==> config.mk <==
export PLATFORM = sky130hd
export DESIGN_NAME = text_stream_display_filter
export DESIGN_NICKNAME = d
export VERILOG_FILES = /design/src/hdl/tsdf_pkg.sv /design/src/hdl/tsdf_render.sv /design/src/hdl/tsdf_number.sv /design/src/hdl/text_stream_display_filter.sv
export SDC_FILE = /design/constraint.sdc
export NUM_CORES = 1
export LEC_CHECK = 0
export BUFFER_PORTS_ARGS = -buffer_cell sky130_fd_sc_hd__buf_2
export CELL_PAD_IN_SITES_DETAIL_PLACEMENT = 2
export CELL_PAD_IN_SITES_GLOBAL_PLACEMENT = 2
export CORE_ASPECT_RATIO = 1.1
export CORE_MARGIN = 3
export CORE_UTILIZATION = 41
export CTS_CLUSTER_SIZE = 24
export DETAILED_ROUTE_END_ITERATION = 16
export PLACE_DENSITY = 0.82
export SLEW_MARGIN = 20
export SYNTH_ARGS = -nofsm -noshare
export SYNTH_HDL_FRONTEND = slang
export SYNTH_SLANG_ARGS = --single-unit
==> constraint.sdc <==
create_clock -name clk -period 3.4 [get_ports clk]
set_input_delay 0.68 -clock clk [delete_from_list [all_inputs] [get_ports clk]]
set_output_delay 0.68 -clock clk [all_outputs]
set_load 0.02 [all_outputs]
==> src/hdl/tsdf_pkg.sv <==
package tsdf_pkg;

    localparam int NUM_DIGITS = 6;
    localparam int CHAR_MAX   = 4;
    localparam int RUN_MAX    = NUM_DIGITS + 1 + CHAR_MAX;
    localparam int CNT_W      = $clog2(RUN_MAX + 1);
    localparam int CHAR_CNT_W = $clog2(CHAR_MAX + 1);

    localparam int CFG_IDX_W  = 3;
    localparam int CFG_DATA_W = 2;

    localparam logic [CFG_IDX_W-1:0] CFG_NUMBER_MODE      = 3'd0;
    localparam logic [CFG_IDX_W-1:0] CFG_SQUEEZE_BLANK    = 3'd1;
    localparam logic [CFG_IDX_W-1:0] CFG_SHOW_TABS        = 3'd2;
    localparam logic [CFG_IDX_W-1:0] CFG_SHOW_ENDS        = 3'd3;
    localparam logic [CFG_IDX_W-1:0] CFG_SHOW_NONPRINTING = 3'd4;

    localparam logic [1:0] NUM_NONE     = 2'd0;
    localparam logic [1:0] NUM_ALL      = 2'd1;
    localparam logic [1:0] NUM_NONBLANK = 2'd2;

    localparam logic [7:0] CH_TAB     = 8'd9;
    localparam logic [7:0] CH_NL      = 8'd10;
    localparam logic [7:0] CH_SPACE   = 8'd32;
    localparam logic [7:0] CH_ZERO    = 8'd48;
    localparam logic [7:0] CH_DEL     = 8'd127;
    localparam logic [7:0] CH_META    = 8'd128;
    localparam logic [7:0] CH_HIGH    = 8'd160;
    localparam logic [7:0] CH_MAX     = 8'd255;
    localparam logic [7:0] OFS_CTRL   = 8'd64;
    localparam logic [7:0] OFS_META   = 8'd128;
    localparam logic [7:0] CH_CARET   = 8'h5E;
    localparam logic [7:0] CH_I       = 8'h49;
    localparam logic [7:0] CH_DOLLAR  = 8'h24;
    localparam logic [7:0] CH_QUEST   = 8'h3F;
    localparam logic [7:0] CH_M       = 8'h4D;
    localparam logic [7:0] CH_DASH    = 8'h2D;

    typedef logic [NUM_DIGITS-1:0][3:0] bcd_t;
    typedef logic [NUM_DIGITS-1:0][7:0] digit_chars_t;
    typedef logic [RUN_MAX-1:0][7:0]    run_t;

    typedef struct packed {
        logic [1:0] number_mode;
        logic       squeeze_blank;
        logic       show_tabs;
        logic       show_ends;
        logic       show_nonprinting;
    } cfg_t;

    typedef struct packed {
        logic [CHAR_MAX-1:0][7:0] ch;
        logic [CHAR_CNT_W-1:0]    len;
    } render_t;

endpackage

==> src/hdl/tsdf_render.sv <==
module tsdf_render
(
    input  logic [7:0]       byte_in,
    input  tsdf_pkg::cfg_t   cfg,
    output tsdf_pkg::render_t rend
);

    always_comb
    begin
        rend = '0;
        priority if (byte_in == tsdf_pkg::CH_NL)
        begin
            if (cfg.show_ends)
            begin
                rend.ch[0] = tsdf_pkg::CH_DOLLAR;
                rend.ch[1] = tsdf_pkg::CH_NL;
                rend.len   = tsdf_pkg::CHAR_CNT_W'(2);
            end
            else
            begin
                rend.ch[0] = tsdf_pkg::CH_NL;
                rend.len   = tsdf_pkg::CHAR_CNT_W'(1);
            end
        end
        else if (byte_in == tsdf_pkg::CH_TAB && cfg.show_tabs)
        begin
            rend.ch[0] = tsdf_pkg::CH_CARET;
            rend.ch[1] = tsdf_pkg::CH_I;
            rend.len   = tsdf_pkg::CHAR_CNT_W'(2);
        end
        else if (!cfg.show_nonprinting || byte_in == tsdf_pkg::CH_TAB
                 || (byte_in >= tsdf_pkg::CH_SPACE && byte_in < tsdf_pkg::CH_DEL))
        begin
            rend.ch[0] = byte_in;
            rend.len   = tsdf_pkg::CHAR_CNT_W'(1);
        end
        else if (byte_in < tsdf_pkg::CH_SPACE)
        begin
            rend.ch[0] = tsdf_pkg::CH_CARET;
            rend.ch[1] = byte_in + tsdf_pkg::OFS_CTRL;
            rend.len   = tsdf_pkg::CHAR_CNT_W'(2);
        end
        else if (byte_in == tsdf_pkg::CH_DEL)
        begin
            rend.ch[0] = tsdf_pkg::CH_CARET;
            rend.ch[1] = tsdf_pkg::CH_QUEST;
            rend.len   = tsdf_pkg::CHAR_CNT_W'(2);
        end
        else if (byte_in == tsdf_pkg::CH_MAX)
        begin
            rend.ch[0] = tsdf_pkg::CH_M;
            rend.ch[1] = tsdf_pkg::CH_DASH;
            rend.ch[2] = tsdf_pkg::CH_CARET;
            rend.ch[3] = tsdf_pkg::CH_QUEST;
            rend.len   = tsdf_pkg::CHAR_CNT_W'(4);
        end
        else if (byte_in >= tsdf_pkg::CH_HIGH)
        begin
            rend.ch[0] = tsdf_pkg::CH_M;
            rend.ch[1] = tsdf_pkg::CH_DASH;
            rend.ch[2] = byte_in - tsdf_pkg::OFS_META;
            rend.len   = tsdf_pkg::CHAR_CNT_W'(3);
        end
        else
        begin
            rend.ch[0] = tsdf_pkg::CH_M;
            rend.ch[1] = tsdf_pkg::CH_DASH;
            rend.ch[2] = tsdf_pkg::CH_CARET;
            rend.ch[3] = byte_in - tsdf_pkg::OFS_CTRL;
            rend.len   = tsdf_pkg::CHAR_CNT_W'(4);
        end
    end

endmodule

==> src/hdl/tsdf_number.sv <==
module tsdf_number
(
    input  tsdf_pkg::bcd_t         count,
    output tsdf_pkg::digit_chars_t chars,
    output tsdf_pkg::bcd_t         count_inc
);

    logic [tsdf_pkg::NUM_DIGITS:0] low_nines;
    logic [tsdf_pkg::NUM_DIGITS:0] high_zero;
    logic                          saturated;

    always_comb
    begin
        low_nines[0] = 1'b1;
        for (int i = 0; i < tsdf_pkg::NUM_DIGITS; i++)
        begin
            low_nines[i+1] = low_nines[i] && (count[i] == 4'd9);
        end
        saturated = low_nines[tsdf_pkg::NUM_DIGITS];

        high_zero[tsdf_pkg::NUM_DIGITS] = 1'b1;
        for (int i = tsdf_pkg::NUM_DIGITS - 1; i >= 0; i--)
        begin
            high_zero[i] = high_zero[i+1] && (count[i] == 4'd0);
        end

        for (int i = 0; i < tsdf_pkg::NUM_DIGITS; i++)
        begin
            // blank leading zeros, keep the units digit
            if (high_zero[i] && i != 0)
                chars[i] = tsdf_pkg::CH_SPACE;
            else
                chars[i] = tsdf_pkg::CH_ZERO + {4'd0, count[i]};

            if (saturated || !low_nines[i])
                count_inc[i] = count[i];
            else if (count[i] == 4'd9)
                count_inc[i] = 4'd0;
            else
                count_inc[i] = count[i] + 4'd1;
        end
    end

endmodule

==> src/hdl/text_stream_display_filter.sv <==
// Text display filter in the manner of cat. Each accepted input byte becomes a run of
// zero to eleven displayed bytes on the output channel, marked last_of_run on its final
// byte: an optional six-column line number and tab, then the byte itself, or its ^, M-,
// ^I or $ rendering as configured. An accepted byte passes the input register, then the run
// register, to reach the output. While out_ready is high, a byte whose run is one output byte
// is taken every cycle and the run register shifts out one byte per cycle; the input stalls
// until the run is out. A squeezed empty line yields no output.
// Write the configuration registers only while no transaction is in flight.
module text_stream_display_filter
(
    input  logic                             clk,
    input  logic                             rst_n,

    input  logic                             cfg_we,
    input  logic [tsdf_pkg::CFG_IDX_W-1:0]   cfg_index,
    input  logic [tsdf_pkg::CFG_DATA_W-1:0]  cfg_data,

    input  logic                             in_valid,
    output logic                             in_ready,
    input  logic [7:0]                       in_byte,
    input  logic                             file_start,

    output logic                             out_valid,
    input  logic                             out_ready,
    output logic [7:0]                       out_byte,
    output logic                             last_of_run
);

    tsdf_pkg::cfg_t          cfg_reg;

    logic                    inr_valid_reg;
    logic [7:0]              inr_byte_reg;
    logic                    inr_start_reg;

    tsdf_pkg::bcd_t          count_reg;
    tsdf_pkg::bcd_t          count_next;
    logic                    line_start_reg;
    logic                    line_start_next;
    logic                    prev_blank_reg;
    logic                    prev_blank_next;

    tsdf_pkg::run_t          run_reg;
    tsdf_pkg::run_t          run_next;
    logic [tsdf_pkg::CNT_W-1:0] run_cnt_reg;
    logic [tsdf_pkg::CNT_W-1:0] run_cnt_next;

    tsdf_pkg::bcd_t          count_eff;
    tsdf_pkg::bcd_t          count_inc;
    tsdf_pkg::digit_chars_t  digit_chars;
    tsdf_pkg::render_t       rend;
    logic                    line_start_eff;
    logic                    prev_blank_eff;
    logic                    empty_line;
    logic                    drop;
    logic                    numbered;
    logic                    take;
    logic                    run_free;
    logic                    advance;
    tsdf_pkg::run_t          run_new;
    logic [tsdf_pkg::CNT_W-1:0] run_new_len;

    tsdf_render u_render
    (
        .byte_in (inr_byte_reg),
        .cfg     (cfg_reg),
        .rend    (rend)
    );

    tsdf_number u_number
    (
        .count     (count_eff),
        .chars     (digit_chars),
        .count_inc (count_inc)
    );

    assign out_valid   = (run_cnt_reg != '0);
    assign out_byte    = run_reg[0];
    assign last_of_run = (run_cnt_reg == tsdf_pkg::CNT_W'(1));
    assign take        = out_valid && out_ready;
    assign run_free    = !out_valid || (take && last_of_run);
    assign advance     = inr_valid_reg && run_free;
    assign in_ready    = !inr_valid_reg || run_free;

    always_comb
    begin
        count_eff      = '0;
        count_eff[0]   = 4'd1;
        if (!inr_start_reg)
            count_eff = count_reg;
        line_start_eff = inr_start_reg || line_start_reg;
        prev_blank_eff = !inr_start_reg && prev_blank_reg;

        empty_line = (inr_byte_reg == tsdf_pkg::CH_NL);
        drop       = line_start_eff && cfg_reg.squeeze_blank && empty_line && prev_blank_eff;
        numbered   = line_start_eff && !drop
                     && (cfg_reg.number_mode == tsdf_pkg::NUM_ALL
                         || (cfg_reg.number_mode >= tsdf_pkg::NUM_NONBLANK && !empty_line));

        count_next      = numbered ? count_inc : count_eff;
        line_start_next = drop ? 1'b1 : empty_line;
        prev_blank_next = (line_start_eff && !drop) ? empty_line : prev_blank_eff;

        run_new = '0;
        if (numbered)
        begin
            for (int k = 0; k < tsdf_pkg::NUM_DIGITS; k++)
            begin
                run_new[k] = digit_chars[tsdf_pkg::NUM_DIGITS-1-k];
            end
            run_new[tsdf_pkg::NUM_DIGITS] = tsdf_pkg::CH_TAB;
            for (int j = 0; j < tsdf_pkg::CHAR_MAX; j++)
            begin
                run_new[tsdf_pkg::NUM_DIGITS+1+j] = rend.ch[j];
            end
            run_new_len = tsdf_pkg::CNT_W'(tsdf_pkg::NUM_DIGITS + 1)
                          + tsdf_pkg::CNT_W'(rend.len);
        end
        else
        begin
            for (int j = 0; j < tsdf_pkg::CHAR_MAX; j++)
            begin
                run_new[j] = rend.ch[j];
            end
            run_new_len = tsdf_pkg::CNT_W'(rend.len);
        end
    end

    always_comb
    begin
        run_next     = run_reg;
        run_cnt_next = run_cnt_reg;
        if (advance)
        begin
            run_next     = run_new;
            run_cnt_next = drop ? '0 : run_new_len;
        end
        else if (take)
        begin
            // shift the run toward the output
            for (int k = 0; k < tsdf_pkg::RUN_MAX - 1; k++)
            begin
                run_next[k] = run_reg[k+1];
            end
            run_next[tsdf_pkg::RUN_MAX-1] = '0;
            run_cnt_next = run_cnt_reg - tsdf_pkg::CNT_W'(1);
        end
    end

    always_ff @(posedge clk or negedge rst_n)
    begin
        if (!rst_n)
        begin
            cfg_reg        <= '0;
            inr_valid_reg  <= 1'b0;
            count_reg      <= tsdf_pkg::bcd_t'(1);
            line_start_reg <= 1'b1;
            prev_blank_reg <= 1'b0;
            run_cnt_reg    <= '0;
        end
        else
        begin
            if (cfg_we)
            begin
                unique case (cfg_index)
                    tsdf_pkg::CFG_NUMBER_MODE:      cfg_reg.number_mode      <= cfg_data;
                    tsdf_pkg::CFG_SQUEEZE_BLANK:    cfg_reg.squeeze_blank    <= cfg_data[0];
                    tsdf_pkg::CFG_SHOW_TABS:        cfg_reg.show_tabs        <= cfg_data[0];
                    tsdf_pkg::CFG_SHOW_ENDS:        cfg_reg.show_ends        <= cfg_data[0];
                    tsdf_pkg::CFG_SHOW_NONPRINTING: cfg_reg.show_nonprinting <= cfg_data[0];
                    default:                        ;
                endcase
            end

            if (in_ready)
                inr_valid_reg <= in_valid;

            if (advance)
            begin
                count_reg      <= count_next;
                line_start_reg <= line_start_next;
                prev_blank_reg <= prev_blank_next;
            end

            run_cnt_reg <= run_cnt_next;
        end
    end

    always_ff @(posedge clk)
    begin
        if (in_ready && in_valid)
        begin
            inr_byte_reg  <= in_byte;
            inr_start_reg <= file_start;
        end
        run_reg <= run_next;
    end

endmodule

; ---- After elaboration in Yosys (flattened, before gate mapping)
; Index checks and enable logic that the tools add are counted.
[classes]
add_sub_neg = 17
magnitude_cmp = 5
eq_ne = 16
n_mux = 49
n_reduce_logical = 57
[op_table]
columns = op, n
row1 = 35-bit 2-to-1 mux, 6
row2 = 88-bit 2-to-1 mux, 2
row3 = 19-bit 2-to-1 mux, 4
row4 = 24-bit 2-to-1 mux, 3
row5 = 4-bit 2-to-1 mux, 17
row6 = 16-bit 2-to-1 mux, 4
row7 = 56-bit 2-to-1 mux, 1
row8 = "6-bit by 4-bit adder with 7-bit output, first input constant", 6
row9 = 8-bit 2-to-1 mux, 5
row10 = 32-bit 2-to-1 mux, 1
row11 = 27-bit 2-to-1 mux, 1
row12 = "4-bit by 1-bit adder with 4-bit output, second input constant", 6
row13 = "4-bit == test, second input constant", 6
row14 = 1-bit logical AND, 22
row15 = 4-bit logical NOT, 5
row16 = "8-bit by 4-bit == test with 1-bit output, second input constant", 2
row17 = 1-bit logical NOT, 11
row18 = 1-bit logical OR, 11
row19 = 11-bit 2-to-1 mux, 1
row20 = 2-bit AND reduction, 5
row21 = 9-bit 2-to-1 mux, 1
row22 = "8-bit by 7-bit adder with 8-bit output, second input constant", 1
row23 = "8-bit by 7-bit == test with 1-bit output, second input constant", 1
row24 = "8-bit == test, second input constant", 1
row25 = other kinds (19), 21
[word_totals]
reg_bits = 134
out_inout_bits = 11
elab_cells = 172

; ---- Depth between registers and ports, before layout
[depth]
ltp_word = 17
ltp_mapped = 11

; ---- By module
; Synthesis repeated with hierarchy kept, for this count alone.
[unflattened]
cells_unflattened = 862
area_unflattened_um2 = 8276.7
[modules_own_cells]
columns = module, n_inst, cells_each, area_per_inst_um2, seq_area_each_um2
row1 = text_stream_display_filter, 1, 604, 6520.0, 3841.2
row2 = tsdf_number, 1, 158, 1054.8, 0.0
row3 = tsdf_render, 1, 100, 701.9, 0.0

; ---- Least setup slack after synthesis
; No wires, ideal clock.
[synth_path]
path_kind = reg2reg
start = register run_cnt_reg[3] (netlist name)
end = register run_reg (netlist bit out_byte[0]) (enable)
setup_time_ps = 442
arrival_time_ps = 2833
required_time_ps = 2958
path_slack_ps = 126
path_stages_with_launch = 5
n_path_buf = 0
cell_sequence = dfrtp_1 nor2_1 nand2_1 mux2i_1 inv_1
[synth_between]
elab_chain_len = 6
[synth_lines]
columns = element, line
row1 = start: declaration, text_stream_display_filter.sv:44  ; logic [tsdf_pkg::CNT_W-1:0] run_cnt_reg;
row2 = start signal: assignment, text_stream_display_filter.sv:184  ; run_cnt_reg <= run_cnt_next;
row3 = 4-bit nonzero test (*), text_stream_display_filter.sv:76  ; assign out_valid = (run_cnt_reg != '0);
row4 = net out_valid, text_stream_display_filter.sv:23  ; output logic out_valid,
row5 = 1-bit logical AND, text_stream_display_filter.sv:79  ; assign take = out_valid && out_ready;
row6 = 1-bit logical AND, text_stream_display_filter.sv:80  ; assign run_free = !out_valid || (take && last_of_run);
row7 = 1-bit logical OR, text_stream_display_filter.sv:80
row8 = 1-bit logical AND, text_stream_display_filter.sv:81  ; assign advance = inr_valid_reg && run_free;
row9 = 2-bit nonzero test (no line) (*), n/a
row10 = end signal: assignment, text_stream_display_filter.sv:195  ; run_reg <= run_next;
row11 = end: declaration, text_stream_display_filter.sv:42  ; tsdf_pkg::run_t run_reg;
; Mark *: on every way through the listed nets, which the timed path passes. The rest lies on a longest branch.
; A chain may end at the register's enable or synchronous reset.

; ---- Worst setup path in the final report
[layout_path]
start = register inr_byte_reg[6]
end = register run_cnt_reg[2] (netlist name)
[layout_between]
elab_chain_len = 17
[layout_lines]
columns = element, line
row1 = start: declaration, text_stream_display_filter.sv:32  ; logic [7:0] inr_byte_reg;
row2 = start signal: assignment, text_stream_display_filter.sv:192  ; inr_byte_reg <= in_byte;
row3 = 8-bit greater-or-equal comparator, tsdf_render.sv:57  ; else if (byte_in >= tsdf_pkg::CH_HIGH)
row4 = 27-bit 2-to-1 mux, tsdf_render.sv:57
row5 = 35-bit 2-to-1 mux, tsdf_render.sv:49  ; else if (byte_in == tsdf_pkg::CH_MAX)
row6 = 35-bit 2-to-1 mux, tsdf_render.sv:43  ; else if (byte_in == tsdf_pkg::CH_DEL)
row7 = 35-bit 2-to-1 mux, tsdf_render.sv:37  ; else if (byte_in < tsdf_pkg::CH_SPACE)
row8 = 35-bit 2-to-1 mux, tsdf_render.sv:31  ; else if (!cfg.show_nonprinting || byte_in == tsdf_pkg::CH_TAB
row9 = 35-bit 2-to-1 mux, tsdf_render.sv:25  ; else if (byte_in == tsdf_pkg::CH_TAB && cfg.show_tabs)
row10 = 35-bit 2-to-1 mux, tsdf_render.sv:11  ; priority if (byte_in == tsdf_pkg::CH_NL)
row11 = 19-bit 2-to-1 mux, tsdf_render.sv:43
row12 = 19-bit 2-to-1 mux, tsdf_render.sv:37
row13 = 11-bit 2-to-1 mux, tsdf_render.sv:31
row14 = 19-bit 2-to-1 mux, tsdf_render.sv:25
row15 = 19-bit 2-to-1 mux, tsdf_render.sv:11
row16 = 3-bit by 3-bit adder with 4-bit output, text_stream_display_filter.sv:116  ; + tsdf_pkg::CNT_W'(rend.len);
row17 = 4-bit 2-to-1 mux, text_stream_display_filter.sv:104  ; if (numbered)
row18 = 4-bit 2-to-1 mux (*), text_stream_display_filter.sv:135  ; run_cnt_next = drop ? '0 : run_new_len;
row19 = 4-bit 2-to-1 mux (*), text_stream_display_filter.sv:132  ; if (advance)
; Every way passes the cells marked *; elsewhere a longest branch is shown, timed or not. The select of a mux whose other input is x is not followed.

==> flow_summary_export.csv <==
group,metric,value,unit
run_status,outcome,"finished clean",
clock_tree,cts_resized,0,
logic_synthesis,yosysTopAreaCellShare,40.3,%
drt,vias_per_cell,6.34,
global_route,grt_overflow,0,
logic_synthesis,syn_area_per_cell,10.2,um2
worst_setup_path,critPathKind,"flop to flop",
worst_setup_path,cp.required,3.71,ns
logic_synthesis,netlist_area,7230,um2
worst_setup_path,crit_path_start_kind,"flop",
logic_synthesis,synth-adder-area-share,1.38,%
sta,max_slew_margin,38.5,%
logic_synthesis,synth_xor_area_share,0.242,%
sta,final.setup_skew,0.00701,ns
floorplan,io_pins,30,
sta,setup_viol,0,
cells_and_area,final_cell_area,8250,um2
cells_and_area,fin_util,48.1,%
logic_synthesis,yosysTopAreaCell,"edfxtp_1",
global_route,grt_pass1_wl,40000,um
sta,layout_setup_ws,0.222,ns
logic_synthesis,synthTopCellsByArea,"edfxtp_1 (40%), dfrtp_1 (12%), nand2_1 (5.7%), o21ai_0 (2.7%), nor2_1 (2.4%)",
placed_design,gp_congestion,0.925,
floorplan,start_util,42.2,%
worst_setup_path,end_kind,"flop",
logic_synthesis,synth_compound_area_share,16.9,%
sta,rsz0062_at_grt,"no",
logic_synthesis,async_reset_ff_share,27.6,%
clock_tree,numCtsBuffers,17,
clock_tree,clock-sinks,134,
job,drv_cap,0,
sta,drv_slew,0,
logic_synthesis,syn-instance-count,708,
global_route,top_usage_layer,"met2",
global_route,grt_usage,27.0,%
worst_setup_path,arrival,3.48,ns
placed_design,port_buffers,29,
clock_tree,hold_buffers,0,
clock_tree,cts_tree,"done",
logic_synthesis,synth_seq_area_share,53.1,%
global_route,antenna_found_initial,0,
placed_design,place_area,7670,um2
cells_and_area,register_area,3840,um2
floorplan,die_w,133,um
clock_tree,cts_setup_buffers,0,
cells_and_area,num_antenna_cells,0,
placed_design,place_hpwl,17600,um
clock_tree,htreeDepth,4,
global_route,met2_usage,44.4,%
cells_and_area,fillers,1790,
floorplan,dieArea,19300,um2
drt,avgRoutedWirePerCell,26.0,um
drt,route.vias.total,6191,
cells_and_area,drive_gt1_share,15.5,%
logic_synthesis,synth_flop_cell,"edfxtp_1",
drt,drc_errors,0,
global_route,first_global_vias,6603,
cells_and_area,area.growth.synth_to_final,14.1,%
power_and_ir_drop,power_density,869,nW/um2
logic_synthesis,muxShareOfSynthArea,1.89,%
drt,drtAntennaViolNets,0,
logic_synthesis,synthesis.nets,735,
drt,wl,25400,um
sta,min_period,3.18,ns
cells_and_area,multi_input_area,3090,um2
drt,dr.pass1.iters,5,
power_and_ir_drop,ir_worst_vdd,0.000473,V
floorplan,num_rows,50,
worst_setup_path,cp_max_fo,8,
sta,fin_crit_sh,93.5,%
sta,clock.fmax,315,MHz
clock_tree,clkTransAtPathRegs,0.06,ns
logic_synthesis,ys_warn_count,0,
sta,tightest_slew,0.923,ns
sta,setup_tns,0,ns
floorplan,core-area,17100,um2
global_route,use_met3,5.58,%
floorplan,die_h,145,um
logic_synthesis,synth-simple-area-share,22.0,%
clock_tree,clk-insertion-delay-late,0.43,ns
placed_design,place_ws,0.396,ns
clock_tree,clock-root-buffer,"clkbuf_16",
global_route,grt_max_degree,89,
drt,drtIter0Drc,663,
cells_and_area,nets,759,
sta,hold_viol_final,0,
power_and_ir_drop,leakagePower,3.21,nW
worst_hold_path,holdCritPathClass,"input port to asynchronous set/reset pin",
cells_and_area,largest_register_ffs,80,
logic_synthesis,synth_edf_count,97,
global_route,grt.met1_usage,36.0,%
logic_synthesis,ys_ff_latch,134,
logic_synthesis,synth_top_family_by_area,"simple AND/OR/NAND/NOR gates",
logic_synthesis,synth_cell_type_count,82,
clock_tree,clock_path_buffers,2,
## cells in the mapped netlist, types with 15 or more instances
| cell type | instances |
|---|---|
| nand3_1 | 27 |
| edfxtp_1 | 97 |
| dfrtp_1 | 35 |
| a31oi_1 | 15 |
| a21oi_1 | 21 |
| o21ai_0 | 39 |
| nand2_1 | 109 |
| nor2_1 | 46 |
| nor3_1 | 15 |
| and2_1 | 20 |
| inv_1 | 17 |
| clkbuf_1 | 38 |
## area by class of cell
class	instances	area share, %
clock buffers	17	5.15
clock inverters	13	1.90
inverters	17	0.788
multi-input cells	503	37.4
flip-flops and latches	134	46.5
well taps	234	3.55
repair buffers	59	4.64
## worst max-delay path, stage by stage (launching register included)
cell	delay [ns]
edfxtp_1	0.48
inv_1	0.18
ha_1	0.23
or3b_1	0.51
o41a_1	0.50
o21ai_0	0.19
a221o_1	0.26
ha_1	0.16
nand3_1	0.08
xnor2_1	0.16
a211o_1	0.31
## cell usage in the layout, fill, tap and decap left out, types with 11 or more instances in the layout
cell type,instances
clkbuf_16,17
inv_1,16
o21ai_0,39
a21oi_1,21
nand2_1,109
and2_1,20
a31oi_1,15
o31ai_1,14
edfxtp_1,97
dfrtp_1,35
and3_1,12
nor3_1,14
nor4_1,11
nand3_1,26
buf_4,29
nor2_1,46
buf_2,29
## through the flow
step | std cells | total power [mW] | hold WS (ns)
CTS | 977 | 7.17 | 0.405
detailed placement | 947 | 5.26 | 0.510
finish | 977 | 7.17 | 0.388
global placement | 947 | 5.04 | 0.494
floorplan | 708 | 4.34 | 0.384
global route | 977 | 7.54 | 0.416
## report_power, final
group,internal (mW),total (mW),leakage (nW),switching (mW)
registers,2.52,2.97,1.39,0.446
clock network,1.14,1.85,0.276,0.715
logic,0.794,2.34,1.55,1.55
total,4.46,7.17,3.21,2.71
## per-layer routing
layer	share of wire [%]	up-vias
li1	-	2713
met1	43	3201
met2	49	222
met3	5.5	55
met4	2.6	0
met5	0	-
## final timing paths
path	depth (start not counted)	start	slack [ns]	to
min	1	rst_n	0.39	run_cnt_reg[3]$_DFFE_PN0P_
max in group asynchronous	1	rst_n	2.43	count_reg[15]$_DFFE_PN0P_
max reg2reg	10	inr_byte_reg[6]$_DFFE_PP_	0.22	run_cnt_reg[2]$_DFFE_PN0P_
min in group clk	1	in_byte[3]	0.43	inr_byte_reg[3]$_DFFE_PP_
min reg2reg	2	run_reg[43]$_DFFE_PP_	0.52	run_reg[35]$_DFFE_PP_
max	10	inr_byte_reg[6]$_DFFE_PP_	0.22	run_cnt_reg[2]$_DFFE_PN0P_
## kinds of logic after synthesis
logic type | after synthesis
flip-flops | 134
adder cells (fa/ha/maj) | 8
AND/OR/NAND/NOR | 307
buffers and inverters | 71
XOR/XNOR | 2
AO/OA/AOI/OAI | 173
multiplexers | 13
(Power assumes the default switching activity.)
